File: config.mk
export PLATFORM = sky130hd
export DESIGN_NAME = acm_clamp_stage
export DESIGN_NICKNAME = d
export VERILOG_FILES = /design/src/rtl/acm_pkg.sv /design/src/rtl/acm_clamp_stage.sv
export SDC_FILE = /design/constraint.sdc
export NUM_CORES = 1
export LEC_CHECK = 0
export BUFFER_PORTS_ARGS = -buffer_cell sky130_fd_sc_hd__buf_2
export CORE_ASPECT_RATIO = 1.1
export CORE_MARGIN = 1
export CORE_UTILIZATION = 45
export DETAILED_ROUTE_END_ITERATION = 10
export PLACE_DENSITY_LB_ADDON = 0.15
export SETUP_SLACK_MARGIN = 0.15
export SLEW_MARGIN = 10
export SYNTH_ARGS = -nofsm -noshare
export SYNTH_HDL_FRONTEND = slang
export SYNTH_SLANG_ARGS = --single-unit
File: constraint.sdc
create_clock -name clk -period 5.4 [get_ports clk]
set_input_delay 0.27 -clock clk [delete_from_list [all_inputs] [get_ports clk]]
set_output_delay 0.27 -clock clk [all_outputs]
set_load 0.02 [all_outputs]
File: src/rtl/acm_pkg.sv
// Shared types, widths and the coefficient table for the anaglyph color matrix.
// Used by every module of the block and by its port checker; no dependencies.
package acm_pkg;

  localparam int SAMPLE_W  = 8;
  localparam int COEF_W    = 18;
  localparam int PROD_W    = COEF_W + SAMPLE_W + 1;
  localparam int PSUM_W    = PROD_W + 2;
  localparam int ACC_W     = PSUM_W + 1;
  localparam int FRAC_BITS = 16;
  localparam int Q_W       = ACC_W - FRAC_BITS;
  localparam int NUM_ROWS  = 3;
  localparam int NUM_TAPS  = 6;
  localparam int NUM_HALF  = 2;
  localparam int HALF_TAPS = NUM_TAPS / NUM_HALF;
  localparam int NUM_MODES = 12;
  localparam int NUM_STAGES = 4;

  typedef logic [3:0] mode_t;
  localparam mode_t MODE_RESET = 4'd3;

  typedef logic [SAMPLE_W-1:0]        sample_t;
  typedef logic signed [COEF_W-1:0]   coef_t;
  typedef logic signed [PROD_W-1:0]   prod_t;
  typedef logic signed [PSUM_W-1:0]   psum_t;

  typedef sample_t sample_vec_t [NUM_TAPS];
  typedef coef_t   coef_mat_t   [NUM_ROWS][NUM_TAPS];
  typedef prod_t   prod_mat_t   [NUM_ROWS][NUM_TAPS];
  typedef psum_t   psum_mat_t   [NUM_ROWS][NUM_HALF];

  typedef struct packed {
    sample_t left_red;
    sample_t left_green;
    sample_t left_blue;
    sample_t right_red;
    sample_t right_green;
    sample_t right_blue;
  } pixel_in_t;

  typedef struct packed {
    sample_t out_red;
    sample_t out_green;
    sample_t out_blue;
  } pixel_out_t;

  // Rows: output red, green, blue. Columns: left r,g,b then right r,g,b. Signed Q2.16 format.
  localparam coef_t COEF_TABLE [NUM_MODES][NUM_ROWS][NUM_TAPS] = '{
    // red/cyan gray
    '{'{18'sd19595, 18'sd38470, 18'sd7471, 18'sd0, 18'sd0, 18'sd0},
      '{18'sd0, 18'sd0, 18'sd0, 18'sd19595, 18'sd38470, 18'sd7471},
      '{18'sd0, 18'sd0, 18'sd0, 18'sd19595, 18'sd38470, 18'sd7471}},
    // red/cyan half color
    '{'{18'sd19595, 18'sd38470, 18'sd7471, 18'sd0, 18'sd0, 18'sd0},
      '{18'sd0, 18'sd0, 18'sd0, 18'sd0, 18'sd65536, 18'sd0},
      '{18'sd0, 18'sd0, 18'sd0, 18'sd0, 18'sd0, 18'sd65536}},
    // red/cyan color
    '{'{18'sd65536, 18'sd0, 18'sd0, 18'sd0, 18'sd0, 18'sd0},
      '{18'sd0, 18'sd0, 18'sd0, 18'sd0, 18'sd65536, 18'sd0},
      '{18'sd0, 18'sd0, 18'sd0, 18'sd0, 18'sd0, 18'sd65536}},
    // red/cyan Dubois
    '{'{18'sd29891, 18'sd32800, 18'sd11559, -18'sd2849, -18'sd5763, -18'sd102},
      '{-18'sd2627, -18'sd2479, -18'sd1033, 18'sd24804, 18'sd48080, -18'sd1209},
      '{-18'sd997, -18'sd1350, -18'sd358, -18'sd4729, -18'sd7403, 18'sd80373}},
    // green/magenta gray
    '{'{18'sd0, 18'sd0, 18'sd0, 18'sd19595, 18'sd38470, 18'sd7471},
      '{18'sd19595, 18'sd38470, 18'sd7471, 18'sd0, 18'sd0, 18'sd0},
      '{18'sd0, 18'sd0, 18'sd0, 18'sd19595, 18'sd38470, 18'sd7471}},
    // green/magenta half color
    '{'{18'sd0, 18'sd0, 18'sd0, 18'sd65536, 18'sd0, 18'sd0},
      '{18'sd19595, 18'sd38470, 18'sd7471, 18'sd0, 18'sd0, 18'sd0},
      '{18'sd0, 18'sd0, 18'sd0, 18'sd0, 18'sd0, 18'sd65536}},
    // green/magenta color
    '{'{18'sd0, 18'sd0, 18'sd0, 18'sd65536, 18'sd0, 18'sd0},
      '{18'sd0, 18'sd65536, 18'sd0, 18'sd0, 18'sd0, 18'sd0},
      '{18'sd0, 18'sd0, 18'sd0, 18'sd0, 18'sd0, 18'sd65536}},
    // green/magenta Dubois
    '{'{-18'sd4063, -18'sd10354, -18'sd2556, 18'sd34669, 18'sd46203, 18'sd1573},
      '{18'sd18612, 18'sd43778, 18'sd9372, -18'sd1049, -18'sd983, -18'sd4260},
      '{-18'sd983, -18'sd1769, 18'sd1376, 18'sd590, 18'sd4915, 18'sd61407}},
    // yellow/blue gray
    '{'{18'sd0, 18'sd0, 18'sd0, 18'sd19595, 18'sd38470, 18'sd7471},
      '{18'sd0, 18'sd0, 18'sd0, 18'sd19595, 18'sd38470, 18'sd7471},
      '{18'sd19595, 18'sd38470, 18'sd7471, 18'sd0, 18'sd0, 18'sd0}},
    // yellow/blue half color
    '{'{18'sd0, 18'sd0, 18'sd0, 18'sd65536, 18'sd0, 18'sd0},
      '{18'sd0, 18'sd0, 18'sd0, 18'sd0, 18'sd65536, 18'sd0},
      '{18'sd19595, 18'sd38470, 18'sd7471, 18'sd0, 18'sd0, 18'sd0}},
    // yellow/blue color
    '{'{18'sd0, 18'sd0, 18'sd0, 18'sd65536, 18'sd0, 18'sd0},
      '{18'sd0, 18'sd0, 18'sd0, 18'sd0, 18'sd65536, 18'sd0},
      '{18'sd0, 18'sd0, 18'sd65536, 18'sd0, 18'sd0, 18'sd0}},
    // yellow/blue Dubois
    '{'{18'sd65535, -18'sd12650, 18'sd18451, -18'sd987, -18'sd7590, -18'sd1049},
      '{-18'sd1604, 18'sd56032, 18'sd4196, 18'sd370, 18'sd3826, -18'sd1049},
      '{-18'sd2345, -18'sd10676, 18'sd1358, 18'sd5801, 18'sd11416, 18'sd56217}}
  };

  // Unused mode codes select an all-zero matrix.
  function automatic coef_t coef_lookup(mode_t mode, logic [1:0] row, logic [2:0] col);
    coef_t c;
    if (mode < mode_t'(NUM_MODES)) begin
      c = COEF_TABLE[mode][row][col];
    end else begin
      c = '0;
    end
    return c;
  endfunction

endpackage

File: src/rtl/acm_clamp_stage.sv
// Fourth pipeline stage and output register: final sum per channel, drop the
// 16 fraction bits and clamp to 0..255. Depends on acm_pkg.
module acm_clamp_stage (
  input  logic                clk,
  input  logic                load,
  input  acm_pkg::psum_mat_t  psums,
  output acm_pkg::pixel_out_t pix
);

  localparam logic [acm_pkg::Q_W-1:0] Q_MAX = acm_pkg::Q_W'(255);

  logic signed [acm_pkg::ACC_W-1:0] acc   [acm_pkg::NUM_ROWS];
  logic        [acm_pkg::Q_W-1:0]   q     [acm_pkg::NUM_ROWS];
  acm_pkg::sample_t                 chan  [acm_pkg::NUM_ROWS];
  acm_pkg::pixel_out_t              pix_next;

  always_comb begin
    for (int r = 0; r < acm_pkg::NUM_ROWS; r++) begin
      acc[r] = acm_pkg::ACC_W'(psums[r][0]) + acm_pkg::ACC_W'(psums[r][1]);
      q[r]   = acc[r][acm_pkg::ACC_W-1:acm_pkg::FRAC_BITS];
      if (acc[r][acm_pkg::ACC_W-1]) begin
        chan[r] = '0;
      end else if (q[r] > Q_MAX) begin
        chan[r] = '1;
      end else begin
        chan[r] = q[r][acm_pkg::SAMPLE_W-1:0];
      end
    end
    pix_next.out_red   = chan[0];
    pix_next.out_green = chan[1];
    pix_next.out_blue  = chan[2];
  end

  always_ff @(posedge clk) begin
    if (load) begin
      pix <= pix_next;
    end
  end

endmodule

Yosys cells after proc, flatten, opt, wreduce, memory -nomap -nowiden
Cells that the tools add are included.

storage, ports and cells
  register bits after elaboration = 24
  output and inout port bits = 24
  logic and storage cells = 12

cells by class
  add/subtract/negate cells = 3
  magnitude comparators = 3
  mux-type cells = 3

operators by type and width
  kind                                                  count
  adder 29 x 29 -> 30 bit                               3
  > comparator 14 x 8 -> 1 bit (second input constant)  3
  two-way mux 8 bit                                     3

Logic depth before layout (Yosys ltp)
  word-level depth = 3
  gate-level depth with buffers = 10
  mapped depth without buffers = 9

Least setup slack after synthesis
No wires, ideal clock.

  path type = input -> register
  start point = input port psums[79] (netlist bit)
  end point = register pix[10] (netlist bit) (data pin)
  library setup time = 278 ps
  arrival = 2400 ps
  slack = 2722 ps
  cell stages on the path = 10
  path through = ha_1 clkbuf_1 nand2_1 nor3_1 or4b_1 o21ai_0 a21oi_1 xnor2_1 nor4b_4 a21oi_1

on the way
  cells in the longest elaborated chain, start to end = 3

RTL lines
  item                          line                   RTL
  from (decl)                   acm_clamp_stage.sv:6   input acm_pkg::psum_mat_t psums,
  adder 29 x 29 -> 30 bit *     acm_clamp_stage.sv:19  acc[r] = acm_pkg::ACC_W'(psums[r][0]) + acm_pkg::ACC_W'(psums[r][1]);
  > comparator 14 x 8 -> 1 bit  acm_clamp_stage.sv:23  end else if (q[r] > Q_MAX) begin
  two-way mux 8 bit             acm_clamp_stage.sv:23
  to (signal assigned)          acm_clamp_stage.sv:36  pix <= pix_next;
  to (decl)                     acm_clamp_stage.sv:7   output acm_pkg::pixel_out_t pix

Every way passes the cells marked *; elsewhere a longest branch is shown, timed or not.
A chain may end at the register's enable or synchronous reset.

Worst setup path after layout
  start point = input port psums[80] (netlist bit)
  end point = register pix[10] (netlist bit) (data pin)

The elaborated chain is that of the path after synthesis.

==> out/results.txt <==
Hold Path Origin = load
Cell Count, Final, Fillers Out = 885
RSZ-0062 raised after global routing = no
Hold WC Path Type = primary input to register
Pre-antenna DRT Iters = 5
Worst slew pin tran = 0.7034 ns
Worst Path Max Fanout = 8
Synth top area share = 22.71%
Dpl cells = 881
Biggest register = pix
Cts hold-fix bufs = 0
Post-Syn Area = 4627 sq um
Antenna diodes = 0
Post-synth cell types = 70
DRT Wirelength = 12560 um
Vias per cell = 5.914
H-tree levels = 1
# IOs = 200
Clock Sink Count = 24
Core area = 9937 sq um
Syn avg cell area = 8.089 sq um
Crit path launch type = primary input
Peak Freq = 347.4 MHz
TNS Setup = 0 ns
Die Ht = 108.4 um
Fin. Hold Viols = 0
Post-CTS Setup Bufs = 0
Min-Delay Path Depth = 1
Root buffer cell = clkbuf_8
CTS tree = done
Worst Setup Path Type = primary input to register
Post-DP HPWL = 10860 um
Max Slew Vio Count = 0
Routed wire length per instance = 14.19 um
Required @ worst endpoint = 5.39 ns
Hold path endpoint = pix[16]
CTS clk-pin slew, worst paths = 0.08 ns
Die W = 98.68 um
Initial DRC Count = 171
Syn Inst Count = 572
Cell taking the most area after synthesis = ha_1
Die area = 10690 sq um
Final #Nets = 1026
Largest register FFs = 24
GRT Util Overall = 22.55%
Synthesis-stage register bit count = 24
First-pass GRT wire length = 20040 um
Worst hold slack = 0.5217 ns
Ys flop type = edfxtp_1
Largest cells by area after synthesis = ha_1 23%, edfxtp_1 16%, a21oi_1 9.4%
Peak VDD IR = 0.1038 mV
DRC = 0
Row cnt = 38
PortBufs = 199
Top flop regs = pix (24)
Min Tclk post-route = 2.878 ns
Layout cell share with drive strength beyond 1 = 28.10%
Area growth, synth to finish = 24.45%
RD Place Congestion = 0.9237
Clock Tree Buf Depth = 2
Yosys warnings = 0
Pleak = 2.680 nW
Outcome = finished, final reports clean
Post-synthesis sequential area ratio = 15.58%
Dpl cell area = 5713 sq um
Grt total ovfl = 0
Initial antenna violation count = 0
Via count = 5234
Mapped Nets = 832
Antenna-violating nets left = 0
Final setup fails = 0
Critical path arrival = 2.87 ns
Vias in the first global route = 4664
Max-Cap Viols = 0
Async SR Flop Fraction = 0%
Period utilization = 53.30%
Design area = 5758 sq um
Post-synth EDFFs = 24
Initial Util = 46.56%
Post-CTS Resized = 0
Slew headroom = 51.76%
Cell Pwr Density = 161.0 nW/um^2
Largest net degree at the start of global routing = 25
CP Capture Type = register
Clock buffer count from CTS = 3
## through the flow
stage / worst slack (ns) / total power, mW / util, %
finish: 2.522 / 0.9270 / 57.95
floorplan: 2.722 / 0.6483 / -
global route: 2.378 / 1.001 / 57.95
detailed placement: 2.334 / 0.8232 / 57.49
CTS: 2.610 / 0.9275 / 57.95
global placement: 2.438 / 0.8156 / 57.49
## Yosys cell counts (7+ instances only)
cell type	number
o21a_1	16
a21oi_1	87
nor2_1	33
and2_1	7
nand4_1	23
nand2_1	40
inv_1	20
o211ai_1	14
xnor2_1	16
o21ai_0	38
edfxtp_1	24
nor3_1	11
xor2_1	8
ha_1	84
a21o_1	17
and3_1	7
a211oi_1	8
nand3_1	16
## layout by cell type, fill, tap and decap left out, drive strengths merged, types with 3 or more instances in the layout
cell,synthesis,final
nand2,40,40
nand3,16,16
nor4,6,6
o211ai,14,14
a21oi,88,88
a211oi,9,9
and3,7,7
a31oi,5,5
inv,20,20
a211o,5,5
nor2,33,33
a2111oi,3,3
o21ai,39,39
and2,8,8
a21o,17,17
nand2b,5,5
nor3b,3,3
xor2,8,8
nand4,24,24
buf,4,199
or3,3,3
mux2i,5,5
xnor2,16,16
ha,84,84
edfxtp,24,24
nor2b,5,5
o21bai,5,5
clkbuf,6,3
o2111ai,3,3
nor3,11,11
o21a,16,16
## worst max path at each step
stage	startpoint	end
floorplan	psums[79]	pix[10]
global placement	psums[80]	pix[8]
global route	psums[78]	pix[11]
CTS	psums[80]	pix[10]
detailed placement	psums[80]	pix[10]
finish	psums[80]	pix[10]
## power breakdown
group | total (mW) | switching [mW] | internal, mW
sequential | 0.248 | 0.00859 | 0.239
clock | 0.102 | 0.0518 | 0.0507
combinational | 0.576 | 0.329 | 0.247
## cell families (layout without fill, tap and decap cells)
kind of cell | after synthesis | after routing | share of synthesized area (%)
AO/OA/AOI/OAI | 232 | 232 | 32.88
AND/OR/NAND/NOR | 172 | 172 | 20.04
adder cells (fa/ha/maj) | 84 | 84 | 22.72
buffers and inverters | 30 | 223 | 2.920
XOR/XNOR | 24 | 24 | 4.543
flip-flops | 24 | 24 | 15.58
multiplexers | 6 | 6 | 1.325
## routing by layer
metal	part of all wire [%]	GRT usage, %
met1	43	26.22
met3	5.8	4.008
met4	1.5	5.330
met2	49	42.81
met5	0	0
## critical path, stage by stage
cell	delay [ns]
buf_2	0.10
ha_1	0.46
nand2_1	0.19
nor3_1	0.35
or4b_1	0.46
o21ai_0	0.17
a21oi_1	0.08
xnor2_1	0.18
nor4b_4	0.47
a21oi_1	0.13
## layout make-up
| type | count | area, sq um |
|---|---|---|
| Tap cell | 120 | 150.1 |
| Inverter | 20 | 75.07 |
| Clock buffer | 3 | 41.29 |
| Fill cell | 950 | 4179 |
| Sequential cell | 24 | 720.7 |
| Multi-Input combinational cell | 518 | 3771 |
| Timing Repair Buffer | 199 | 996.0 |
| Clock inverter | 1 | 3.754 |
(Power assumes the default switching activity.)
