**config.mk**
```make
export PLATFORM = sky130hd
export DESIGN_NAME = acm_sum_stage
export DESIGN_NICKNAME = d
export VERILOG_FILES = /design/src/rtl/acm_pkg.sv /design/src/rtl/acm_sum_stage.sv
export SDC_FILE = /design/constraint.sdc
export NUM_CORES = 1
export LEC_CHECK = 0
export ABC_AREA = 1
export BUFFER_PORTS_ARGS = -buffer_cell sky130_fd_sc_hd__buf_2
export CORE_AREA = 5 5 253 255
export DETAILED_ROUTE_END_ITERATION = 16
export DIE_AREA = 0 0 258 260
export GPL_ROUTABILITY_DRIVEN = 0
export GPL_TIMING_DRIVEN = 0
export PLACE_DENSITY = 0.62
export SYNTH_ARGS = -nofsm -noshare
export SYNTH_HDL_FRONTEND = slang
export SYNTH_SLANG_ARGS = --single-unit
```
**constraint.sdc**
```tcl
create_clock -name clk -period 3.25 [get_ports clk]
set_input_delay 0.65 -clock clk [delete_from_list [all_inputs] [get_ports clk]]
set_output_delay 0.65 -clock clk [all_outputs]
set_load 0.01 [all_outputs]
```
**src/rtl/acm_pkg.sv**
```systemverilog
// Shared types, widths and the coefficient table for the anaglyph color matrix.
// Used by every module of the block and by its port checker; no dependencies.
package acm_pkg;

  localparam int SAMPLE_W  = 8;
  localparam int COEF_W    = 18;
  localparam int PROD_W    = COEF_W + SAMPLE_W + 1;
  localparam int PSUM_W    = PROD_W + 2;
  localparam int ACC_W     = PSUM_W + 1;
  localparam int FRAC_BITS = 16;
  localparam int Q_W       = ACC_W - FRAC_BITS;
  localparam int NUM_ROWS  = 3;
  localparam int NUM_TAPS  = 6;
  localparam int NUM_HALF  = 2;
  localparam int HALF_TAPS = NUM_TAPS / NUM_HALF;
  localparam int NUM_MODES = 12;
  localparam int NUM_STAGES = 4;

  typedef logic [3:0] mode_t;
  localparam mode_t MODE_RESET = 4'd3;

  typedef logic [SAMPLE_W-1:0]        sample_t;
  typedef logic signed [COEF_W-1:0]   coef_t;
  typedef logic signed [PROD_W-1:0]   prod_t;
  typedef logic signed [PSUM_W-1:0]   psum_t;

  typedef sample_t sample_vec_t [NUM_TAPS];
  typedef coef_t   coef_mat_t   [NUM_ROWS][NUM_TAPS];
  typedef prod_t   prod_mat_t   [NUM_ROWS][NUM_TAPS];
  typedef psum_t   psum_mat_t   [NUM_ROWS][NUM_HALF];

  typedef struct packed {
    sample_t left_red;
    sample_t left_green;
    sample_t left_blue;
    sample_t right_red;
    sample_t right_green;
    sample_t right_blue;
  } pixel_in_t;

  typedef struct packed {
    sample_t out_red;
    sample_t out_green;
    sample_t out_blue;
  } pixel_out_t;

  // Rows: output red, green, blue. Columns: left r,g,b then right r,g,b. Signed Q2.16 format.
  localparam coef_t COEF_TABLE [NUM_MODES][NUM_ROWS][NUM_TAPS] = '{
    // red/cyan gray
    '{'{18'sd19595, 18'sd38470, 18'sd7471, 18'sd0, 18'sd0, 18'sd0},
      '{18'sd0, 18'sd0, 18'sd0, 18'sd19595, 18'sd38470, 18'sd7471},
      '{18'sd0, 18'sd0, 18'sd0, 18'sd19595, 18'sd38470, 18'sd7471}},
    // red/cyan half color
    '{'{18'sd19595, 18'sd38470, 18'sd7471, 18'sd0, 18'sd0, 18'sd0},
      '{18'sd0, 18'sd0, 18'sd0, 18'sd0, 18'sd65536, 18'sd0},
      '{18'sd0, 18'sd0, 18'sd0, 18'sd0, 18'sd0, 18'sd65536}},
    // red/cyan color
    '{'{18'sd65536, 18'sd0, 18'sd0, 18'sd0, 18'sd0, 18'sd0},
      '{18'sd0, 18'sd0, 18'sd0, 18'sd0, 18'sd65536, 18'sd0},
      '{18'sd0, 18'sd0, 18'sd0, 18'sd0, 18'sd0, 18'sd65536}},
    // red/cyan Dubois
    '{'{18'sd29891, 18'sd32800, 18'sd11559, -18'sd2849, -18'sd5763, -18'sd102},
      '{-18'sd2627, -18'sd2479, -18'sd1033, 18'sd24804, 18'sd48080, -18'sd1209},
      '{-18'sd997, -18'sd1350, -18'sd358, -18'sd4729, -18'sd7403, 18'sd80373}},
    // green/magenta gray
    '{'{18'sd0, 18'sd0, 18'sd0, 18'sd19595, 18'sd38470, 18'sd7471},
      '{18'sd19595, 18'sd38470, 18'sd7471, 18'sd0, 18'sd0, 18'sd0},
      '{18'sd0, 18'sd0, 18'sd0, 18'sd19595, 18'sd38470, 18'sd7471}},
    // green/magenta half color
    '{'{18'sd0, 18'sd0, 18'sd0, 18'sd65536, 18'sd0, 18'sd0},
      '{18'sd19595, 18'sd38470, 18'sd7471, 18'sd0, 18'sd0, 18'sd0},
      '{18'sd0, 18'sd0, 18'sd0, 18'sd0, 18'sd0, 18'sd65536}},
    // green/magenta color
    '{'{18'sd0, 18'sd0, 18'sd0, 18'sd65536, 18'sd0, 18'sd0},
      '{18'sd0, 18'sd65536, 18'sd0, 18'sd0, 18'sd0, 18'sd0},
      '{18'sd0, 18'sd0, 18'sd0, 18'sd0, 18'sd0, 18'sd65536}},
    // green/magenta Dubois
    '{'{-18'sd4063, -18'sd10354, -18'sd2556, 18'sd34669, 18'sd46203, 18'sd1573},
      '{18'sd18612, 18'sd43778, 18'sd9372, -18'sd1049, -18'sd983, -18'sd4260},
      '{-18'sd983, -18'sd1769, 18'sd1376, 18'sd590, 18'sd4915, 18'sd61407}},
    // yellow/blue gray
    '{'{18'sd0, 18'sd0, 18'sd0, 18'sd19595, 18'sd38470, 18'sd7471},
      '{18'sd0, 18'sd0, 18'sd0, 18'sd19595, 18'sd38470, 18'sd7471},
      '{18'sd19595, 18'sd38470, 18'sd7471, 18'sd0, 18'sd0, 18'sd0}},
    // yellow/blue half color
    '{'{18'sd0, 18'sd0, 18'sd0, 18'sd65536, 18'sd0, 18'sd0},
      '{18'sd0, 18'sd0, 18'sd0, 18'sd0, 18'sd65536, 18'sd0},
      '{18'sd19595, 18'sd38470, 18'sd7471, 18'sd0, 18'sd0, 18'sd0}},
    // yellow/blue color
    '{'{18'sd0, 18'sd0, 18'sd0, 18'sd65536, 18'sd0, 18'sd0},
      '{18'sd0, 18'sd0, 18'sd0, 18'sd0, 18'sd65536, 18'sd0},
      '{18'sd0, 18'sd0, 18'sd65536, 18'sd0, 18'sd0, 18'sd0}},
    // yellow/blue Dubois
    '{'{18'sd65535, -18'sd12650, 18'sd18451, -18'sd987, -18'sd7590, -18'sd1049},
      '{-18'sd1604, 18'sd56032, 18'sd4196, 18'sd370, 18'sd3826, -18'sd1049},
      '{-18'sd2345, -18'sd10676, 18'sd1358, 18'sd5801, 18'sd11416, 18'sd56217}}
  };

  // Unused mode codes select an all-zero matrix.
  function automatic coef_t coef_lookup(mode_t mode, logic [1:0] row, logic [2:0] col);
    coef_t c;
    if (mode < mode_t'(NUM_MODES)) begin
      c = COEF_TABLE[mode][row][col];
    end else begin
      c = '0;
    end
    return c;
  endfunction

endpackage

```
**src/rtl/acm_sum_stage.sv**
```systemverilog
// Third pipeline stage: adds the left-eye and right-eye product triples of
// each output channel into two partial sums. Depends on acm_pkg.
module acm_sum_stage (
  input  logic                clk,
  input  logic                load,
  input  acm_pkg::prod_mat_t  prods,
  output acm_pkg::psum_mat_t  psums
);

  always_ff @(posedge clk) begin
    if (load) begin
      for (int r = 0; r < acm_pkg::NUM_ROWS; r++) begin
        for (int h = 0; h < acm_pkg::NUM_HALF; h++) begin
          psums[r][h] <= acm_pkg::PSUM_W'(prods[r][h*acm_pkg::HALF_TAPS])
                       + acm_pkg::PSUM_W'(prods[r][h*acm_pkg::HALF_TAPS + 1])
                       + acm_pkg::PSUM_W'(prods[r][h*acm_pkg::HALF_TAPS + 2]);
        end
      end
    end
  end

endmodule

```
# Word level (Yosys, flattened, before mapping)
# Index checks and enable logic that the tools add are counted.
[word_totals]
reg_bits = 174
output_inout_bits = 174
[classes]
n_addsub = 12
[op_table]
columns = ["op", "count"]
rows = [
  ["$add A28 B27 Y29", 6],
  ["$add A27 B27 Y28", 6],
]

# Depth between registers and ports, before layout
# Gate-level depths: netlist of run 1.
[logic_depth]
word_depth = 2
ltp_mapped = 13
depth_no_buf = 13

# Worst setup path before layout of run 1
# Ideal clock, no wire load.
[synth_path]
kind = "input -> register"
start = "in prods[1] (netlist bit)"
end = "reg psums[25] (netlist bit), data pin"
setup_time_ns = 0.253
arrival_time_ns = 2.391
path_slack_ns = 0.606
stages = 11
path_cell_list = "fa_1 > ha_1 > fa_1 > nand2_1 > nand3_1 > nand3_1 > nand2_1 > nand3_1 > nand3_1 > nand2_1 > nand2_1"
[synth_between]
elab_chain_cells = 1
[synth_rtl]
columns = ["element", "line", "rtl"]
rows = [
  ["start: declaration", "acm_sum_stage.sv:6", "input acm_pkg::prod_mat_t prods,"],
  ["$add A28 B27 Y29", "acm_sum_stage.sv:16", "+ acm_pkg::PSUM_W'(prods[r][h*acm_pkg::HALF_TAPS + 2]);"],
  ["end signal: indexed assignment", "acm_sum_stage.sv:14", "psums[r][h] <= acm_pkg::PSUM_W'(prods[r][h*acm_pkg::HALF_TAPS])"],
  ["end: declaration", "acm_sum_stage.sv:7", "output acm_pkg::psum_mat_t psums"],
]
# Every way passes these cells.
# A chain may end at the register's enable or synchronous reset.

# Worst setup path after layout of run 1
[layout_path]
start = "in prods[108] (netlist bit)"
end = "reg psums[54] (netlist bit), data pin"
[layout_between]
elab_chain_cells = 2
[layout_rtl]
columns = ["element", "line", "rtl"]
rows = [
  ["$add A27 B27 Y28", "acm_sum_stage.sv:15", "+ acm_pkg::PSUM_W'(prods[r][h*acm_pkg::HALF_TAPS + 1])"],
  ["$add A28 B27 Y29", "acm_sum_stage.sv:16", ""],
]
# Every way passes these cells.

==> results of run 1 <==
==> layer usage <==
metal / wire (um) / vias to the layer above
met1: 27800 / 8848
met5: 27 / -
met2: 34600 / 678
li1: - / 9974
met4: 3080 / 4
met3: 5940 / 112
==> layout by cell type, fill, tap and decap left out, types with 16 or more instances in the layout <==
| master | n |
|---|---|
| nand2_1 | 1047 |
| buf_2 | 660 |
| inv_1 | 509 |
| nor2_1 | 201 |
| edfxtp_1 | 174 |
| fa_1 | 168 |
| ha_1 | 162 |
| nand3_1 | 152 |
| a21oi_1 | 110 |
| xor2_1 | 67 |
| nand4_1 | 39 |
| xnor2_1 | 23 |
| and2_1 | 19 |
| clkbuf_16 | 17 |
| nor2_2 | 16 |
==> cell families after synthesis <==
logic type               share of synthesized area (%)
AND/OR/NAND/NOR                                   31.3
buffers and inverters                             9.41
adder cells (fa/ha/maj)                           26.5
flip-flops                                        25.6
AO/OA/AOI/OAI                                     3.29
XOR/XNOR                                          3.87
==> where the power goes <==
part / switching, W / leakage [nW] / internal (W) / total [W]
Combinational: 0.00450 / 11.9 / 0.00253 / 0.00703
Clock: 0.00104 / 0.298 / 0.00123 / 0.00226
Sequential: 0.000157 / 1.70 / 0.00337 / 0.00352
==> worst max-delay path, stage by stage <==
cell	delay, ns
buf_2	0.13
inv_1	0.08
fa_1	0.43
inv_1	0.09
ha_1	0.26
fa_1	0.52
nand2_1	0.10
nand3_1	0.08
nand3_1	0.08
nand2_1	0.16
nand3_1	0.17
nand3_1	0.08
nand2_1	0.06
nand2_1	0.04
==> cell type report <==
class / instances / area (um^2) / area share (%)
Tap cell: 790 / 988 / 3.90
Clock inverter: 14 / 176 / 0.696
Timing Repair Buffer: 662 / 3350 / 13.2
Inverter: 511 / 1920 / 7.57
Multi-Input combinational cell: 2081 / 13200 / 52.2
Antenna cell: 6 / 15.0 / 0.0593
Clock buffer: 18 / 429 / 1.69
Sequential cell: 174 / 5230 / 20.6
==> worst min path at each step <==
stage | endpoint
final | psums[146]$_DFFE_PP_
after global routing | psums[59]$_DFFE_PP_
after CTS | psums[59]$_DFFE_PP_
after detailed placement | psums[41]
after global placement | psums[145]
after floorplan | psums[0]$_DFFE_PP_
==> through the flow <==
stage / instances / hold slack, ns / setup WS [ns] / setup TNS [ns] / util [%]
2_1_floorplan: 2766 / 0.762 / 0.606 / 0 / -
3_3_place_gp: 4217 / 1.06 / -1.14 / -194.23 / 40.2
3_5_place_dp: 4218 / 1.06 / 0.0392 / 0 / 40.3
4_1_cts: 4250 / 0.589 / 0.582 / 0 / 41.3
5_1_grt: 4255 / 0.614 / 0.383 / 0 / 41.3
6_report: 4256 / 0.648 / 0.535 / 0 / 41.3
==> qor.csv, run 1 <==
stage,metric,value,unit
global_route,grt_pass1_vias,19500,
synth,synth-seq-cells,174,
sta,drv_slew,0,
synth,synth_edf_count,174,
sta,clock.fmax,368,MHz
sta,fin_crit,2.71,ns
die,core_area,61400,um^2
drt,drc,0,
place,dp_hpwl,63100,um
place,placed_area,24700,um^2
drt,wirelength,71500,um
sta,hold_viol,0,
synth,synth_area_per_cell,7.37,um^2
final_layout,regMostFlops,psums,
cts,postCtsSetupBuffers,0,
final_layout,nFillCells,6496,
place,io_buffers,661,
setup_path,critPathArrivalTime,2.95,ns
cts,cts_tree,done,
cts,cts.path.max_buffers,2,
cts,cts_resized,0,
cts,cts_buffers,17,
sta,setup_viol,0,
cts,cts_root_buf,clkbuf_16,
synth,synth_top_area_share,25.6,%
synth,synth.most_common_cell,nand2_1,
drt,vias_per_cell,4.61,
final_layout,area.growth.synth_to_final,24.3,%
final_layout,reg_top3,psums: 174 flops,
die,fp.dieH,260,um
drt,vias,19600,
global_route,grt_util_met1,24.1,%
final_layout,layout.nets,4265,
global_route,use_met2,36.0,%
synth,synth-seq-area-share,25.6,%
synth,synth_cell_types,29,
sta,slew_headroom,54.1,%
synth,synth_area_leaders,"edfxtp_1, nand2_1, fa_1",
drt,drt-initial-drc-count,897,
synth,netlist_area,20400,um^2
synth,synthCells,2766,
min_path,hp-class,input port to flop,
global_route,grt_pass1_wl,107000,um
sta,tightestPinTransition,0.689,ns
global_route,grt_antenna_before_repair,9,
sta,period_share,83.5,%
synth,yosysWarningCount,0,
cts,clk_pin_slew,0.08,ns
final_layout,drive_above_1_share,21.6,%
global_route,grtUsageTotal,20.8,%
drt,wire_per_inst,16.8,um
setup_path,setup.worst_path.start_class,input port,
cts,htree_num_levels,4,
min_path,hp-start,prods[460],
synth,syn-num-nets,3584,
global_route,top_usage_layer,met2,
power_and_ir_drop,power_density,506,nW/um^2
power_and_ir_drop,finalPower,0.0128,W
final_layout,finish.instance_area,25300,um^2
setup_path,crit_type,input port to flop,
setup_path,crit_required,3.48,ns
global_route,overflow,0,
run,drv_cap,0,
cts,ctsHoldBuffers,0,
global_route,grt_max_degree,99,
drt,firstDrtPassIters,5,
synth,yosysTopAreaCell,edfxtp_1,
die,die_area,67100,um^2
min_path,holdPathStages,3,
die,io_pins,662,
sta,rsz0062_at_grt,no,
power_and_ir_drop,leakagePower,13.9,nW
die,std_cell_rows,91,
synth,synthArstFlopShare,0,%
setup_path,crit_path_end_kind,flop,
die,die_w,258,um
power_and_ir_drop,peakVddDrop,0.403,mV
setup_path,cp_max_fo,4,
die,initial_core_util,33.2,%
synth,synthTopCellsByCount,"nand2_1, inv_1, nor2_1",
cts,clock_sinks,174,
synth,synth-main-ff-cell,edfxtp_1,
drt,antenna_left,0,
global_route,grt_use_met3,5.91,%
final_layout,largest_register_ffs,174,
setup_path,crit_path_end,psums[54]$_DFFE_PP_,
status,status,"complete, no violations",
setup_path,critPathLaunch,prods[108],
(Power assumes the default switching activity.)
==> run 2: changes to the inputs <==
- PLACE_DENSITY: 0.62 -> 0.64
- clock period: 3.25 -> 2.38 ns (I/O delays scaled with it)
==> run 2 against run 1 <==
Flip-flop and latch count unchanged. Cell count about the same. Sequential power up 37%. Via count down 0.15%. Hold slack worse by 0.20 ns. Power up 34%. Critical path depth down 2. Non-clock buffer count up 2. Design area about the same. Sequential share of layout area about the same. Clock power up 20%. Combinational power up 37%. Critical endpoint is now psums[141]$_DFFE_PP_. Largest power group unchanged. Highest routed layer is now met4.
==> qor.csv, run 2 (synthesis gave the netlist of run 1 again) <==
stage,metric,value,unit,change
status,status,"complete, no violations",,
die,core_area,61400,um^2,unchanged
min_path,hp-class,input port to flop,,
place,io_buffers,661,,unchanged
final_layout,largest_register_ffs,174,,unchanged
final_layout,final_cell_mix,"nand2_1, buf_2, inv_1",,
global_route,overflow,0,,unchanged
sta,tightestPinTransition,0.944,ns,+0.255 ns
power_and_ir_drop,power_density,676,nW/um^2,+34%
drt,antenna_left,0,,unchanged
setup_path,crit_type,input port to flop,,
global_route,grt_max_degree,102,,+3.0%
sta,drv_slew,0,,unchanged
cts,clk_pin_slew,0.07,ns,about the same
min_path,holdPathStages,3,,unchanged
setup_path,cp_max_fo,4,,unchanged
final_layout,drive_above_1_share,22.2,%,+0.57 points
die,initial_core_util,33.2,%,unchanged
sta,clock.fmax,432,MHz,
drt,drc,0,,unchanged
sta,setup_viol,0,,unchanged
power_and_ir_drop,leakagePower,13.8,nW,-0.45%
cts,cts_tree,done,,
global_route,grtUsageTotal,19.9,%,-0.90 points
cts,cts_root_buf,clkbuf_16,,
final_layout,nFillCells,6359,,-2.1%
drt,wire_per_inst,16.2,um,-3.5%
run,drv_cap,0,,unchanged
die,die_w,258,um,unchanged
drt,firstDrtPassIters,6,,+1
setup_path,crit_required,2.62,ns,-0.86 ns
cts,cts_buffers,17,,unchanged
drt,vias_per_cell,4.61,,about the same
die,die_area,67100,um^2,unchanged
final_layout,reg_top3,psums: 174 flops,,
drt,drt-initial-drc-count,1215,,+35%
final_layout,area.growth.synth_to_final,24.3,%,about the same
sta,fin_crit,2.32,ns,
die,fp.dieH,260,um,unchanged
global_route,grt_pass1_wl,104000,um,-3.2%
power_and_ir_drop,finalPower,0.0171,W,+34%
sta,period_share,97.4,%,
die,io_pins,662,,unchanged
sta,hold_ws,0.452,ns,-0.196 ns
min_path,min_to,psums[117]$_DFFE_PP_,,
final_layout,regMostFlops,psums,,
final_layout,multi_input_area,13300,um^2,+0.70%
cts,clock_sinks,174,,unchanged
cts,cts.path.max_buffers,2,,unchanged
place,dp_hpwl,60200,um,-4.7%
sta,rsz0062_at_grt,no,,
drt,vias,19600,,-0.15%
drt,wirelength,68900,um,-3.6%
final_layout,seq_area,5230,um^2,unchanged
global_route,grt_antenna_before_repair,1,,-8
min_path,hp-start,prods[379],,
final_layout,final_common_cell,nand2_1,,
die,std_cell_rows,91,,unchanged
final_layout,layout.nets,4267,,+0.047%
cts,ctsHoldBuffers,0,,unchanged
setup_path,critPathArrivalTime,2.56,ns,-0.39 ns
power_and_ir_drop,peakVddDrop,0.574,mV,+43%
setup_path,setup.worst_path.start_class,input port,,
sta,slew_headroom,37.1,%,-17 points
final_layout,antenna_cells,0,,-6
global_route,grt_pass1_vias,19000,,-2.8%
cts,htree_num_levels,4,,unchanged
setup_path,crit_path_end_kind,flop,,
sta,hold_viol,0,,unchanged
-- run 2: changes by cell type in the layout (fill, tap and decap cells not counted), moves of 4 or more --
cell      before   now
diode_2        6     0
ha_2           0     6
fa_2           0     8
clkbuf_1       1     5
nand2_1     1047  1043
fa_1         168   160
ha_1         162   154
-- run 2: worst max path at each step --
| stage | startpoint | endpoint | slack, ns | cells past startpoint |
|---|---|---|---|---|
| final | prods[325] | psums[141]$_DFFE_PP_ | 0.06 | 12 |
| after global routing | prods[325] | psums[143]$_DFFE_PP_ | 0.0005 | 12 |
| after CTS | prods[244] | psums[114]$_DFFE_PP_ | 0.02 | 12 |
| after detailed placement | prods[253] | psums[115]$_DFFE_PP_ | -0.72 | 10 |
| after global placement | load | psums[143]$_DFFE_PP_ | -1.91 | 1 |
| after floorplan | prods[1] | psums[25]$_DFFE_PP_ | -0.02 | 11 |
-- run 2: per-layer routing --
metal / share of wire (%) / wire (um) / track usage (%)
met1: 43 / 29400 / 25.7
met2: 49 / 33600 / 34.5
met3: 6.5 / 4510 / 3.73
met4: 2.1 / 1480 / 5.47
met5: 0 / 0 / 0
-- run 2: repair_timing --
item                                    in CTS  in global routing
buffers inserted                             1                  1
endpoints found under the setup margin       2                 12
pin swaps                                    1                  2
resized for setup                            2                 16
-- run 2: where the power goes --
group | leakage (nW) | total [W] | internal [W] | switching [W]
Sequential | 1.70 | 0.00482 | 0.00460 | 0.000220
Clock | 0.236 | 0.00271 | 0.00133 | 0.00138
Combinational | 11.9 | 0.00960 | 0.00349 | 0.00611
-- run 2: area by class of cell --
| type | instances | area share (%) |
|---|---|---|
| multi-input cells | 2081 | 52.6 |
| flip-flops and latches | 174 | 20.6 |
| clock buffers | 22 | 1.75 |
| well taps | 790 | 3.90 |
| repair buffers | 664 | 13.3 |
| clock inverters | 10 | 0.257 |
| inverters | 511 | 7.57 |
-- run 2: stage by stage --
stage	setup WS [ns]	TNS (ns)	instances	utilization [%]	instance area, um^2
floorplan	-0.0211	-0.0211	2766	-	20400
finish	0.0627	0	4252	41.3	25300
global route	0.000473	0	4252	41.3	25300
global placement	-1.91	-360.36	4217	40.2	24700
detailed placement	-0.723	-35.21	4218	40.3	24700
CTS	0.0196	0	4251	41.1	25300
-- run 2: critical path: stages --
cell and delay (ns):
buf_2 0.11, fa_1 0.47, ha_1 0.27, fa_2 0.43, nand2_1 0.07, nand3_1 0.09, nand3_1 0.09, nand2_1 0.17
nand3_1 0.18, nand3_1 0.09, nand2_1 0.06, nand2_1 0.05
